## src/hw/rtl/fpa_pkg.sv

```systemverilog
// ----------------------------------------------------------------------------
// fpa_pkg
// shared constants, types and the partition size table of the allocator
// ----------------------------------------------------------------------------
package fpa_pkg;

	localparam int MaxJobsDefault  = 16;
	localparam int NumPartsDefault = 10;
	localparam int SizeW           = 14;
	localparam int TimeW           = 16;
	localparam int PartTimeW       = 17;
	localparam int StatusW         = 3;
	localparam int JobIdW          = 5;
	localparam int PartIdxW        = 4;
	localparam int DropW           = 5;
	localparam int SumW            = 18;
	localparam int CfgIdxW         = 1;
	localparam int CfgDataW        = 14;

	localparam logic [SizeW-1:0] MaxSizeReset = SizeW'(9500);

	typedef enum logic [StatusW-1:0] {
		ST_QUEUED  = 3'd0,
		ST_FULL    = 3'd1,
		ST_PLACED  = 3'd2,
		ST_DROPPED = 3'd3,
		ST_NONE    = 3'd4
	} status_t;

	typedef enum logic [1:0] {
		POL_FIRST   = 2'd0,
		POL_BEST    = 2'd1,
		POL_REVERSE = 2'd2,
		POL_WORST   = 2'd3
	} policy_t;

	typedef enum logic [CfgIdxW-1:0] {
		REG_POLICY   = 1'd0,
		REG_MAX_SIZE = 1'd1
	} cfg_reg_t;

	typedef enum logic [1:0] {
		JS_EMPTY   = 2'd0,
		JS_PENDING = 2'd1,
		JS_PLACED  = 2'd2,
		JS_DROPPED = 2'd3
	} job_state_t;

	// search request and answer between sequencer and fit unit
	typedef struct packed {
		logic             start;
		logic [1:0]       policy;
		logic [SizeW-1:0] size;
	} fit_req_t;

	typedef struct packed {
		logic done;
		logic found;
	} fit_rsp_t;

	// table repeats every ten partitions; indexes stay below eighty
	function automatic logic [SizeW-1:0] part_size(input int unsigned p);
		int unsigned r;
		r = p;
		if (r >= 40) r = r - 40;
		if (r >= 20) r = r - 20;
		if (r >= 10) r = r - 10;
		case (r)
			0: part_size = SizeW'(9500);
			1: part_size = SizeW'(7000);
			2: part_size = SizeW'(4500);
			3: part_size = SizeW'(8500);
			4: part_size = SizeW'(3000);
			5: part_size = SizeW'(9000);
			6: part_size = SizeW'(1000);
			7: part_size = SizeW'(5500);
			8: part_size = SizeW'(1500);
			default: part_size = SizeW'(500);
		endcase
	endfunction

endpackage

```

## src/hw/rtl/fpa_fit_unit.sv

```systemverilog
// ----------------------------------------------------------------------------
// fpa_fit_unit
// walks the partitions one a cycle and keeps the chosen one by policy
// ----------------------------------------------------------------------------
module fpa_fit_unit #(
	parameter int NUM_PARTITIONS = fpa_pkg::NumPartsDefault,
	parameter int PW = (NUM_PARTITIONS > 1) ? $clog2(NUM_PARTITIONS) : 1
) (
	input  logic                         clk,
	input  logic                         arst_n,
	input  fpa_pkg::fit_req_t            req,
	input  logic [NUM_PARTITIONS-1:0]    busy,
	output fpa_pkg::fit_rsp_t            rsp,
	output logic [PW-1:0]                best
);
	logic                       run_q;
	logic [PW-1:0]              cnt_q;
	logic                       found_q;
	logic [PW-1:0]              best_q;
	logic [fpa_pkg::SizeW-1:0]  best_size_q;
	logic [PW-1:0]              q_idx;
	logic [fpa_pkg::SizeW-1:0]  q_size;
	logic                       fits;
	logic                       take;
	logic                       last;
	logic                       first_kind;

	assign q_idx = (req.policy == fpa_pkg::POL_REVERSE) ?
		PW'(NUM_PARTITIONS - 1) - cnt_q : cnt_q;
	assign q_size = fpa_pkg::part_size(32'(q_idx));
	assign fits = !busy[q_idx] && (q_size >= req.size);
	assign first_kind = (req.policy == fpa_pkg::POL_FIRST) ||
		(req.policy == fpa_pkg::POL_REVERSE);
	always_comb begin
		take = 1'b0;
		if (fits) begin
			if (!found_q) take = 1'b1;
			else if (req.policy == fpa_pkg::POL_BEST) take = q_size < best_size_q;
			else if (req.policy == fpa_pkg::POL_WORST) take = q_size > best_size_q;
		end
	end
	assign last = (cnt_q == PW'(NUM_PARTITIONS - 1)) || (first_kind && fits);

	always_ff @(posedge clk or negedge arst_n) begin
		if (!arst_n) begin
			run_q   <= 1'b0;
			cnt_q   <= '0;
			found_q <= 1'b0;
			rsp     <= '0;
		end else begin
			rsp.done <= run_q && !req.start && last;
			if (req.start) begin
				run_q   <= 1'b1;
				cnt_q   <= '0;
				found_q <= 1'b0;
			end else if (run_q) begin
				if (take) found_q <= 1'b1;
				cnt_q <= cnt_q + PW'(1);
				if (last) begin
					run_q     <= 1'b0;
					rsp.found <= found_q || take;
				end
			end
		end
	end

	always_ff @(posedge clk) begin
		if (run_q && take) begin
			best_q      <= q_idx;
			best_size_q <= q_size;
		end
	end
	assign best = best_q;
endmodule

```

## src/hw/rtl/fixed_partition_allocator.sv

```systemverilog
// ----------------------------------------------------------------------------
// fixed_partition_allocator
// job queue and fixed partition placement with four fit policies
// ----------------------------------------------------------------------------
// sequence: an enqueue goes straight to the result word; a tick first counts
//   down every partition, then passes over finished jobs and tries each pending
//   job in the fit unit until one is placed or dropped or none is left
// throughput: one word at a time, busy high until the result strobe
// the shared fit unit scans one partition a cycle; the result strobe is one
// cycle wide and the receiver cannot stall; reset clears control state and config, not the job payload memory
module fixed_partition_allocator #(
	parameter int MAX_JOBS       = fpa_pkg::MaxJobsDefault,
	parameter int NUM_PARTITIONS = fpa_pkg::NumPartsDefault
) (
	input  logic                           clk,
	input  logic                           arst_n,
	input  logic                           start,
	output logic                           busy,
	input  logic                           opcode,
	input  logic [fpa_pkg::SizeW-1:0]      job_size,
	input  logic [fpa_pkg::TimeW-1:0]      run_time,
	input  logic                           cfg_we,
	input  logic [fpa_pkg::CfgIdxW-1:0]    cfg_idx,
	input  logic [fpa_pkg::CfgDataW-1:0]   cfg_data,
	output logic                           done,
	output logic [fpa_pkg::StatusW-1:0]    status,
	output logic [fpa_pkg::JobIdW-1:0]     job_id,
	output logic [fpa_pkg::PartIdxW-1:0]   partition_index,
	output logic                           work_left,
	output logic [fpa_pkg::DropW-1:0]      dropped_total,
	output logic [fpa_pkg::SumW-1:0]       placed_size_total
);
	localparam int JW = (MAX_JOBS > 1) ? $clog2(MAX_JOBS) : 1;
	localparam int CW = $clog2(MAX_JOBS + 1);
	localparam int PW = (NUM_PARTITIONS > 1) ? $clog2(NUM_PARTITIONS) : 1;

	typedef enum logic [6:0] {
		S_IDLE  = 7'b0000001,
		S_DEC   = 7'b0000010,
		S_SCAN  = 7'b0000100,
		S_READ  = 7'b0001000,
		S_FIT   = 7'b0010000,
		S_WAIT  = 7'b0100000,
		S_OUT   = 7'b1000000
	} state_t;

	state_t state_q;

	// configuration
	logic [1:0]                 policy_q;
	logic [fpa_pkg::SizeW-1:0]  max_size_q;

	// job store: pending bit per job in flops, payload in memory
	logic [MAX_JOBS-1:0]        pend_q;
	logic [CW-1:0]              count_q;
	logic [fpa_pkg::SizeW-1:0]  size_mem [MAX_JOBS];
	logic [fpa_pkg::TimeW-1:0]  time_mem [MAX_JOBS];
	logic [fpa_pkg::SizeW-1:0]  rd_size_q;
	logic [fpa_pkg::TimeW-1:0]  rd_time_q;

	// partitions
	logic [NUM_PARTITIONS-1:0]  pbusy_q;
	logic [fpa_pkg::PartTimeW-1:0] ptime_q [NUM_PARTITIONS];
	logic [PW-1:0]              pcnt_q;

	// scan of pending jobs
	logic [CW-1:0]              jcnt_q;
	logic [JW-1:0]              jidx;

	logic [fpa_pkg::DropW-1:0]  drop_q;
	logic [fpa_pkg::SumW-1:0]   sum_q;

	fpa_pkg::fit_req_t          fit_req;
	fpa_pkg::fit_rsp_t          fit_rsp;
	logic [PW-1:0]              fit_best;

	logic [fpa_pkg::StatusW-1:0] res_status_q;
	logic [fpa_pkg::JobIdW-1:0]  res_id_q;
	logic [fpa_pkg::PartIdxW-1:0] res_pidx_q;

	assign jidx = jcnt_q[JW-1:0];

	assign fit_req.start  = (state_q == S_FIT);
	assign fit_req.policy = policy_q;
	assign fit_req.size   = rd_size_q;

	fpa_fit_unit #(
		.NUM_PARTITIONS(NUM_PARTITIONS),
		.PW            (PW)
	) u_fit (
		.clk   (clk),
		.arst_n(arst_n),
		.req   (fit_req),
		.busy  (pbusy_q),
		.rsp   (fit_rsp),
		.best  (fit_best)
	);

	assign busy = (state_q != S_IDLE);

	// config writes, only while idle: the user must keep to this, the block does not enforce it
	always_ff @(posedge clk or negedge arst_n) begin
		if (!arst_n) begin
			policy_q   <= fpa_pkg::POL_FIRST;
			max_size_q <= fpa_pkg::MaxSizeReset;
		end else if (cfg_we) begin
			unique case (cfg_idx)
				fpa_pkg::REG_POLICY:   policy_q   <= cfg_data[1:0];
				fpa_pkg::REG_MAX_SIZE: max_size_q <= cfg_data;
				default: ;
			endcase
		end
	end

	// job payload memory, written on enqueue, read one entry a cycle
	always_ff @(posedge clk) begin
		if (state_q == S_IDLE && start && !opcode && count_q < CW'(MAX_JOBS)) begin
			size_mem[count_q[JW-1:0]] <= job_size;
			time_mem[count_q[JW-1:0]] <= run_time;
		end
		rd_size_q <= size_mem[jidx];
		rd_time_q <= time_mem[jidx];
	end

	always_ff @(posedge clk or negedge arst_n) begin
		if (!arst_n) begin
			state_q      <= S_IDLE;
			pend_q       <= '0;
			count_q      <= '0;
			pbusy_q      <= '0;
			pcnt_q       <= '0;
			jcnt_q       <= '0;
			drop_q       <= '0;
			sum_q        <= '0;
			res_status_q <= fpa_pkg::ST_NONE;
			res_id_q     <= '0;
			res_pidx_q   <= '0;
			for (int i = 0; i < NUM_PARTITIONS; i++) begin
				ptime_q[i] <= '0;
			end
		end else begin
			unique case (state_q)
				S_IDLE: begin
					if (start) begin
						res_pidx_q <= '0;
						if (!opcode) begin
							if (count_q < CW'(MAX_JOBS)) begin
								pend_q[count_q[JW-1:0]] <= 1'b1;
								count_q      <= count_q + CW'(1);
								res_status_q <= fpa_pkg::ST_QUEUED;
								res_id_q     <= fpa_pkg::JobIdW'(count_q + CW'(1));
							end else begin
								res_status_q <= fpa_pkg::ST_FULL;
								res_id_q     <= '0;
							end
							state_q <= S_OUT;
						end else begin
							// nothing placed unless the scan finds a job
							res_status_q <= fpa_pkg::ST_NONE;
							res_id_q     <= '0;
							pcnt_q       <= '0;
							state_q      <= S_DEC;
						end
					end
				end
				// count each busy partition down, one a cycle
				S_DEC: begin
					if (pbusy_q[pcnt_q]) begin
						if (ptime_q[pcnt_q] <= fpa_pkg::PartTimeW'(1)) begin
							ptime_q[pcnt_q] <= '0;
							pbusy_q[pcnt_q] <= 1'b0;
						end else begin
							ptime_q[pcnt_q] <= ptime_q[pcnt_q] - fpa_pkg::PartTimeW'(1);
						end
					end
					pcnt_q <= pcnt_q + PW'(1);
					if (pcnt_q == PW'(NUM_PARTITIONS - 1)) begin
						jcnt_q  <= '0;
						state_q <= S_SCAN;
					end
				end
				// find next pending job
				S_SCAN: begin
					if (jcnt_q >= count_q) begin
						state_q <= S_OUT;
					end else if (pend_q[jidx]) begin
						state_q <= S_READ;
					end else begin
						jcnt_q <= jcnt_q + CW'(1);
					end
				end
				S_READ: begin
					if (rd_size_q > max_size_q) begin
						pend_q[jidx] <= 1'b0;
						drop_q       <= drop_q + fpa_pkg::DropW'(1);
						res_status_q <= fpa_pkg::ST_DROPPED;
						res_id_q     <= fpa_pkg::JobIdW'(jcnt_q + CW'(1));
						state_q      <= S_OUT;
					end else begin
						state_q <= S_FIT;
					end
				end
				S_FIT: state_q <= S_WAIT;
				S_WAIT: begin
					if (fit_rsp.done) begin
						if (fit_rsp.found) begin
							pend_q[jidx]      <= 1'b0;
							pbusy_q[fit_best] <= 1'b1;
							ptime_q[fit_best] <= fpa_pkg::PartTimeW'(rd_time_q);
							sum_q             <= sum_q + fpa_pkg::SumW'(rd_size_q);
							res_status_q      <= fpa_pkg::ST_PLACED;
							res_id_q          <= fpa_pkg::JobIdW'(jcnt_q + CW'(1));
							res_pidx_q        <= fpa_pkg::PartIdxW'(fit_best);
							state_q           <= S_OUT;
						end else begin
							jcnt_q  <= jcnt_q + CW'(1);
							state_q <= S_SCAN;
						end
					end
				end
				S_OUT: state_q <= S_IDLE;
				default: state_q <= S_IDLE;
			endcase
		end
	end

	// result word, one cycle wide
	assign done              = (state_q == S_OUT);
	assign status            = res_status_q;
	assign job_id            = res_id_q;
	assign partition_index   = res_pidx_q;
	assign work_left         = (|pend_q) || (|pbusy_q);
	assign dropped_total     = drop_q;
	assign placed_size_total = sum_q;
endmodule

```

## config.mk

```make
export PLATFORM = sky130hd
export DESIGN_NAME = fixed_partition_allocator
export DESIGN_NICKNAME = d
export VERILOG_FILES = /design/src/hw/rtl/fpa_pkg.sv /design/src/hw/rtl/fpa_fit_unit.sv /design/src/hw/rtl/fixed_partition_allocator.sv
export SDC_FILE = /design/constraint.sdc
export NUM_CORES = 1
export LEC_CHECK = 0
export BUFFER_PORTS_ARGS = -buffer_cell sky130_fd_sc_hd__buf_2
export CORE_AREA = 2 2 345 347
export DETAILED_ROUTE_END_ITERATION = 10
export DIE_AREA = 0 0 347 349
export GPL_ROUTABILITY_DRIVEN = 0
export PLACE_DENSITY = 0.51
export SLEW_MARGIN = 15
export SYNTH_ARGS = -nofsm -noshare
export SYNTH_HDL_FRONTEND = slang
export SYNTH_SLANG_ARGS = --single-unit
```

## constraint.sdc

```tcl
create_clock -name clk -period 5.5 [get_ports clk]
set_input_delay 1.375 -clock clk [delete_from_list [all_inputs] [get_ports clk]]
set_output_delay 1.375 -clock clk [all_outputs]
set_load 0.005 [all_outputs]
```

==> reports/results.ini, run 1 <==
[critical_path]
path_max_fanout = 14
arrival_ns = 5.57
critPathRequiredTime_ns = 5.89
startpoint = u_fit.cnt_q[2]
critPathBufInv = 4
path_common_cell = ha_1
critical-path-slowest-cell = o41a_1
max_stage_delay_ns = 0.49
worstSetupEndpointType = flip-flop
r2r_start = u_fit.cnt_q[2]
critPathLaunchType = flip-flop
crit_chain = inv_1 > ha_1 > mux2_2 > inv_1 > ha_1 > and4b_1 > a311oi_1 > buf_4 > o21ai_0 > nor2_1 > nor4_2 > ha_1 > a22oi_1 > nand3_1 > a41o_1 > a31oi_2 > nor4_1 > o41a_1 > o211a_1 > o31a_2 > buf_12
crit_family = compound AO/OA/AOI/OAI gates
path_class = flip-flop to flip-flop

[die]
initial_core_util_pct = 30.8
io_pins = 88
rows = 126
die_h_um = 349
die_area_mm2 = 0.121
die_x_um = 347
core-area_mm2 = 0.117

[synth]
synth_top_area_share_pct = 41.1
synth-edff-count = 495
synth.avg_cell_area_um2 = 14.1
synthFlopType = edfxtp_1
netlist_area_mm2 = 0.0362
yosysTopAreaCell = edfxtp_1
synthCells = 2566
yosys_warnings = 0
ys_types = 82
yosysSeqAreaShare_pct = 61.9
synth_nets = 2690
ys_seq_elements = 801
yosys-top-cells-area = edfxtp_1 41%, dfrtp_1 19%, mux4_2 11%
synth_async_sr_flop_share_pct = 34.5

[sta]
finalWorstSetupSlack_ns = 0.321
setup-violations-final = 0
finalCritPeriodShare_pct = 94.2
tightest_slew_ns = 1.22
whs_ns = 0.467
fmax_ghz = 0.193
finClkSkew_ns = 0.0399
drv_slew = 0
hold_viol = 0
slew_headroom_pct = 17.9
fin_crit_ns = 5.18

[detailed_routing]
drt_iter0_markers = 2312
via_count = 23600
wl_per_cell_um = 24.4
firstDrtPassIters = 5
drc = 0
drt_wl_total_um = 104000
ant_nets = 0
vias_per_cell = 5.52

[outcome]
outcome = finished, final reports clean

[placed_design]
numPortBuffers = 87
dp_hpwl_um = 65500
pre_cts_ws_ns = -0.167

[pwr]
p_per_area_mw_per_mm2 = 354
vdd_ir_drop_max_uv = 232
p_leak_nw = 14.9

[flow_run]
cap_violations = 0

[cts]
clk_latency_ns = 0.65
cts-htree-levels = 3
cts_buffers = 86
clk_pin_slew_ns = 0.06
cts_tree = yes
cts_max_path_buffers = 3
clock-sinks = 801
root_buffer = clkbuf_16

[grt]
grt-ovfl-total = 0
grtUsageTotal_pct = 17.1
grt_first_pass_wirelength_um = 157000
grt_max_degree = 126
grt_pass1_vias = 24100
antenna_found_initial = 10

[min_path]
min_path_type = flip-flop to flip-flop
hp-start = dropped_total[4]

[layout]
syn_to_final_growth_pct = 14.6
fillCellCount = 11200
nNetsFinal = 2787
drive_gt1_share_pct = 20.9

[worst paths after layout]
kind                                               to  slack (ns)  depth (start not counted)
max in group asynchronous                 ptime_q[30]        3.36                          2
worst min register to register       dropped_total[4]        0.47                          1
worst max register to register  u_fit.best_size_q[13]        0.32                         21
worst min-delay path                 dropped_total[4]        0.47                          1
min in group asynchronous       placed_size_total[13]        0.78                          1
worst max-delay path            u_fit.best_size_q[13]        0.32                         21
[worst register-to-register path, cell delays in order, from the launching register on]
cell and delay [ns]:
dfrtp_1 0.41, inv_1 0.13, ha_1 0.29, mux2_2 0.30
inv_1 0.12, ha_1 0.18, and4b_1 0.20, a311oi_1 0.05
buf_4 0.19, o21ai_0 0.46, nor2_1 0.13, nor4_2 0.39
ha_1 0.35, a22oi_1 0.17, nand3_1 0.10, a41o_1 0.23
a31oi_2 0.23, nor4_1 0.08, o41a_1 0.49, o211a_1 0.16
o31a_2 0.13, buf_12 0.16
[what timing repair did]
action / CTS / global route
hold buffers: 0 / 0
setup endpoints to repair: 15 / 18
gates resized for setup: 1 / 7
gates cloned: 0 / 0
pin swaps: 0 / 1
buffers inserted: 0 / 1
hold endpoints to repair: 0 / 0
[flip-flops by register name, summed over array words and instances (netlist names), 7 cells and up]
register           count
u_fit.best_size_q     11
pend_q                16
rd_size_q             14
ptime_q              170
size_mem             224
pbusy_q               10
placed_size_total     18
state_q                7
time_mem             256
rd_time_q             16
max_size_q            14
[metal layers]
metal  routed length [um]  global-route usage (%)  up-vias
li1                     -                       -    10200
met1                47200                    24.3    12300
met2                47400                    26.5      911
met3                 7130                    3.26      194
met4                 2550                    4.98        8
met5                   57                       0        -
[cell type report]
cell class	count	area [um2]	share of cell area (%)
antenna	1	2.50	0.00604
tap	1536	1920	4.64
clock inverter	30	317	0.764
inverter	78	293	0.707
sequential	801	22400	54.0
clock buffer	127	2470	5.95
timing repair buffer	170	1110	2.67
multi-input combinational	1526	12900	31.2
[power by group]
part / total [mW] / switching, mW / internal (mW)
sequential: 6.80 / 0.296 / 6.51
combinational: 2.13 / 1.28 / 0.849
clock: 5.74 / 2.42 / 3.31
total: 14.7 / 4.00 / 10.7
[synthesized netlist by cell type, types with 29 or more instances]
library cell,number
nor2_1,107
o21ai_1,48
buf_1,36
edfxtp_1,495
nor3_1,35
o21ai_0,140
o211ai_1,34
nand2_1,282
mux2_2,29
dfxtp_1,30
inv_1,77
a21oi_1,34
mux2i_1,52
dfrtp_1,268
mux4_2,175
nand3_1,32
ha_1,73
clkbuf_1,88
a32oi_1,65
a22oi_1,40
[stage by stage]
step	TNS, ns	power [mW]	utilization [%]	cells	cell area (um2)
floorplan	0	8.31	-	2566	36200
global placement	-0.0985	8.99	32.8	4110	38600
detailed placement	-2.50	9.03	32.9	4110	38600
CTS	0	14.8	35.2	4267	41400
global route	-0.0417	15.2	35.3	4268	41400
finish	0	14.7	35.3	4269	41400
[cell families after synthesis]
family,synth area share (%)
flops,61.9
simple gates,7.55
compound gates,10.7
mux,13.2
buf+inv,2.81
fa+ha+maj,2.61
xor+xnor,1.14
[layout by cell type, fill, tap and decap left out, types with 18 or more instances in the layout]
cell type / count
edfxtp_1: 495
nand2_1: 280
dfrtp_1: 264
mux4_2: 175
o21ai_0: 140
nor2_1: 93
clkbuf_16: 87
buf_2: 86
buf_4: 80
inv_1: 76
ha_1: 73
a32oi_1: 65
mux2i_1: 52
o21ai_1: 48
a22oi_1: 40
a21oi_1: 34
o211ai_1: 34
nand3_1: 32
nor3_1: 30
dfxtp_1: 30
mux2_2: 29
xnor2_1: 27
o31a_1: 27
nand4_1: 26
clkbuf_1: 26
a21o_1: 21
xor2_1: 19
nor4_1: 18
(Power assumes the default switching activity.)
==> run 2, diff against run 1 <==
--- a/config.mk
+++ b/config.mk
@@ -11,6 +11,7 @@
 export DIE_AREA = 0 0 347 349
 export GPL_ROUTABILITY_DRIVEN = 0
 export PLACE_DENSITY = 0.51
+export RECOVER_POWER = 50
 export SLEW_MARGIN = 15
 export SYNTH_ARGS = -nofsm -noshare
 export SYNTH_HDL_FRONTEND = slang
==> run 2 against run 1 <==
Net effect:
- the run now ends with max-capacitance violations, max-slew violations left
- setup slack improved by 0.00056 ns
- highest routed layer unchanged
- power about the same
- utilization is 0.068 points lower
- sequential power barely moved
==> reports/results.ini, run 2 (synthesized netlist as in run 1, its figures left out) <==
[outcome]
outcome = finished, violations left
violations = max-capacitance violations, max-slew violations

[pwr]
vdd_ir_drop_max_uv = 233
power.total_mw = 14.7
p_per_area_mw_per_mm2 = 355
p_leak_nw = 14.8

[sta]
whs_ns = 0.468
finalWorstSetupSlack_ns = 0.322
fmax_ghz = 0.193
finalCritPeriodShare_pct = 94.1
setup_tns_ns = 0
slew_headroom_pct = -56.2
finClkSkew_ns = 0.0399
fin_crit_ns = 5.18
hold_viol = 0
tightest_slew_ns = 2.34
setup-violations-final = 0
drv_slew = 342

[grt]
grt-ovfl-total = 0
antenna_found_initial = 9
grt_max_degree = 126
grt_first_pass_wirelength_um = 157000
grtUsageTotal_pct = 17.1
grt_pass1_vias = 24100

[cts]
cts_tree = yes
holdBufCountCts = 0
clk_pin_slew_ns = 0.06
clk_latency_ns = 0.65
cts_max_path_buffers = 3
clock-sinks = 801
cts_buffers = 86
cts-htree-levels = 3
root_buffer = clkbuf_16

[detailed_routing]
wl_per_cell_um = 24.4
via_count = 23500
drc = 0
drt_wl_total_um = 104000
ant_nets = 0
firstDrtPassIters = 5
drt_iter0_markers = 2552
vias_per_cell = 5.49

[layout]
finalInstanceArea_mm2 = 0.0414
nNetsFinal = 2787
layout.cells.non_filler = 4269
final_common_cell = edfxtp_1
final_core_util_pct = 35.2
syn_to_final_growth_pct = 14.4
largest_reg_flops = 256
final_cell_mix = 495 x edfxtp_1, 280 x nand2_1, 264 x dfrtp_1, 175 x mux4_2, 140 x o21ai_0
drive_gt1_share_pct = 19.5

[placed_design]
dpl_cell_area_mm2 = 0.0386
dp.cells = 4110
dp_hpwl_um = 65500
pre_cts_ws_ns = -0.167
numPortBuffers = 87

[die]
core-area_mm2 = 0.117
die_x_um = 347
die_area_mm2 = 0.121
die_h_um = 349
initial_core_util_pct = 30.8
rows = 126
io_pins = 88

[critical_path]
critical-path-slowest-cell = o41a_1
worstSetupEndpointType = flip-flop
path_common_cell = ha_1
arrival_ns = 5.57
crit_family = compound AO/OA/AOI/OAI gates
critPathRequiredTime_ns = 5.89
crit_chain = inv_1 > ha_1 > mux2_2 > inv_1 > ha_1 > and4b_1 > a311oi_1 > buf_4 > o21ai_0 > nor2_1 > nor4_2 > ha_1 > a22oi_1 > nand3_1 > a41o_1 > a31oi_2 > nor4_1 > o41a_1 > o211a_1 > o31a_2 > buf_12
critPathLaunchType = flip-flop
path_max_fanout = 14
max_stage_delay_ns = 0.49
critPathBufInv = 4
path_class = flip-flop to flip-flop

[min_path]
min_path_type = flip-flop to flip-flop

[flow_run]
cap_violations = 5

[run 2: path summary, 6_finish.rpt]
check,from,end,slack (ns),cells after the start
worst min register to register,dropped_total[4],dropped_total[4],0.47,1
worst max register to register,u_fit.cnt_q[2],u_fit.best[3],0.32,21
worst max-delay path,u_fit.cnt_q[2],u_fit.best[3],0.32,21
min in group asynchronous,arst_n,placed_size_total[13],1.47,1
worst min-delay path,dropped_total[4],dropped_total[4],0.47,1
max in group asynchronous,arst_n,pcnt_q[0],0.99,2
[run 2: per-layer routing]
metal  GRT usage [%]  vias to the layer above  share of wire (%)
li1                -                    10200                  -
met1            24.3                    12200                 45
met2            26.5                      859                 46
met3            3.26                      196                6.5
met4            4.98                        8                2.5
met5               0                        -              0.053
[run 2: layout make-up]
type	instances	area, um2
antenna	1	2.50
fill	11200	76100
tap	1536	1920
clock buffer	127	2470
sequential	801	22400
multi-input combinational	1526	12900
clock inverter	30	317
timing repair buffer	170	1030
inverter	78	293
[run 2: repair_timing]
action | in CTS | in global routing
endpoints found under the setup margin | 15 | 18
gates resized for setup | 1 | 7
hold endpoints to repair | 0 | 0
pin swaps | 0 | 1
buffers inserted | 0 | 1
[run 2: worst reg2reg max path: stages, from the launching register on]
cell      delay, ns
dfrtp_1        0.41
inv_1          0.14
ha_1           0.29
mux2_2         0.30
inv_1          0.11
ha_1           0.18
and4b_1        0.20
a311oi_1       0.05
buf_4          0.19
o21ai_0        0.46
nor2_1         0.13
nor4_2         0.39
ha_1           0.35
a22oi_1        0.17
nand3_1        0.10
a41o_1         0.23
a31oi_2        0.23
nor4_1         0.08
o41a_1         0.49
o211a_1        0.16
o31a_2         0.13
buf_12         0.16
[run 2: where the power goes]
group          leakage, nW  internal [mW]  switching, mW
registers             8.48           6.51          0.295
logic                 4.96          0.840           1.28
clock network         1.36           3.31           2.43
total                 14.8           10.7           4.00
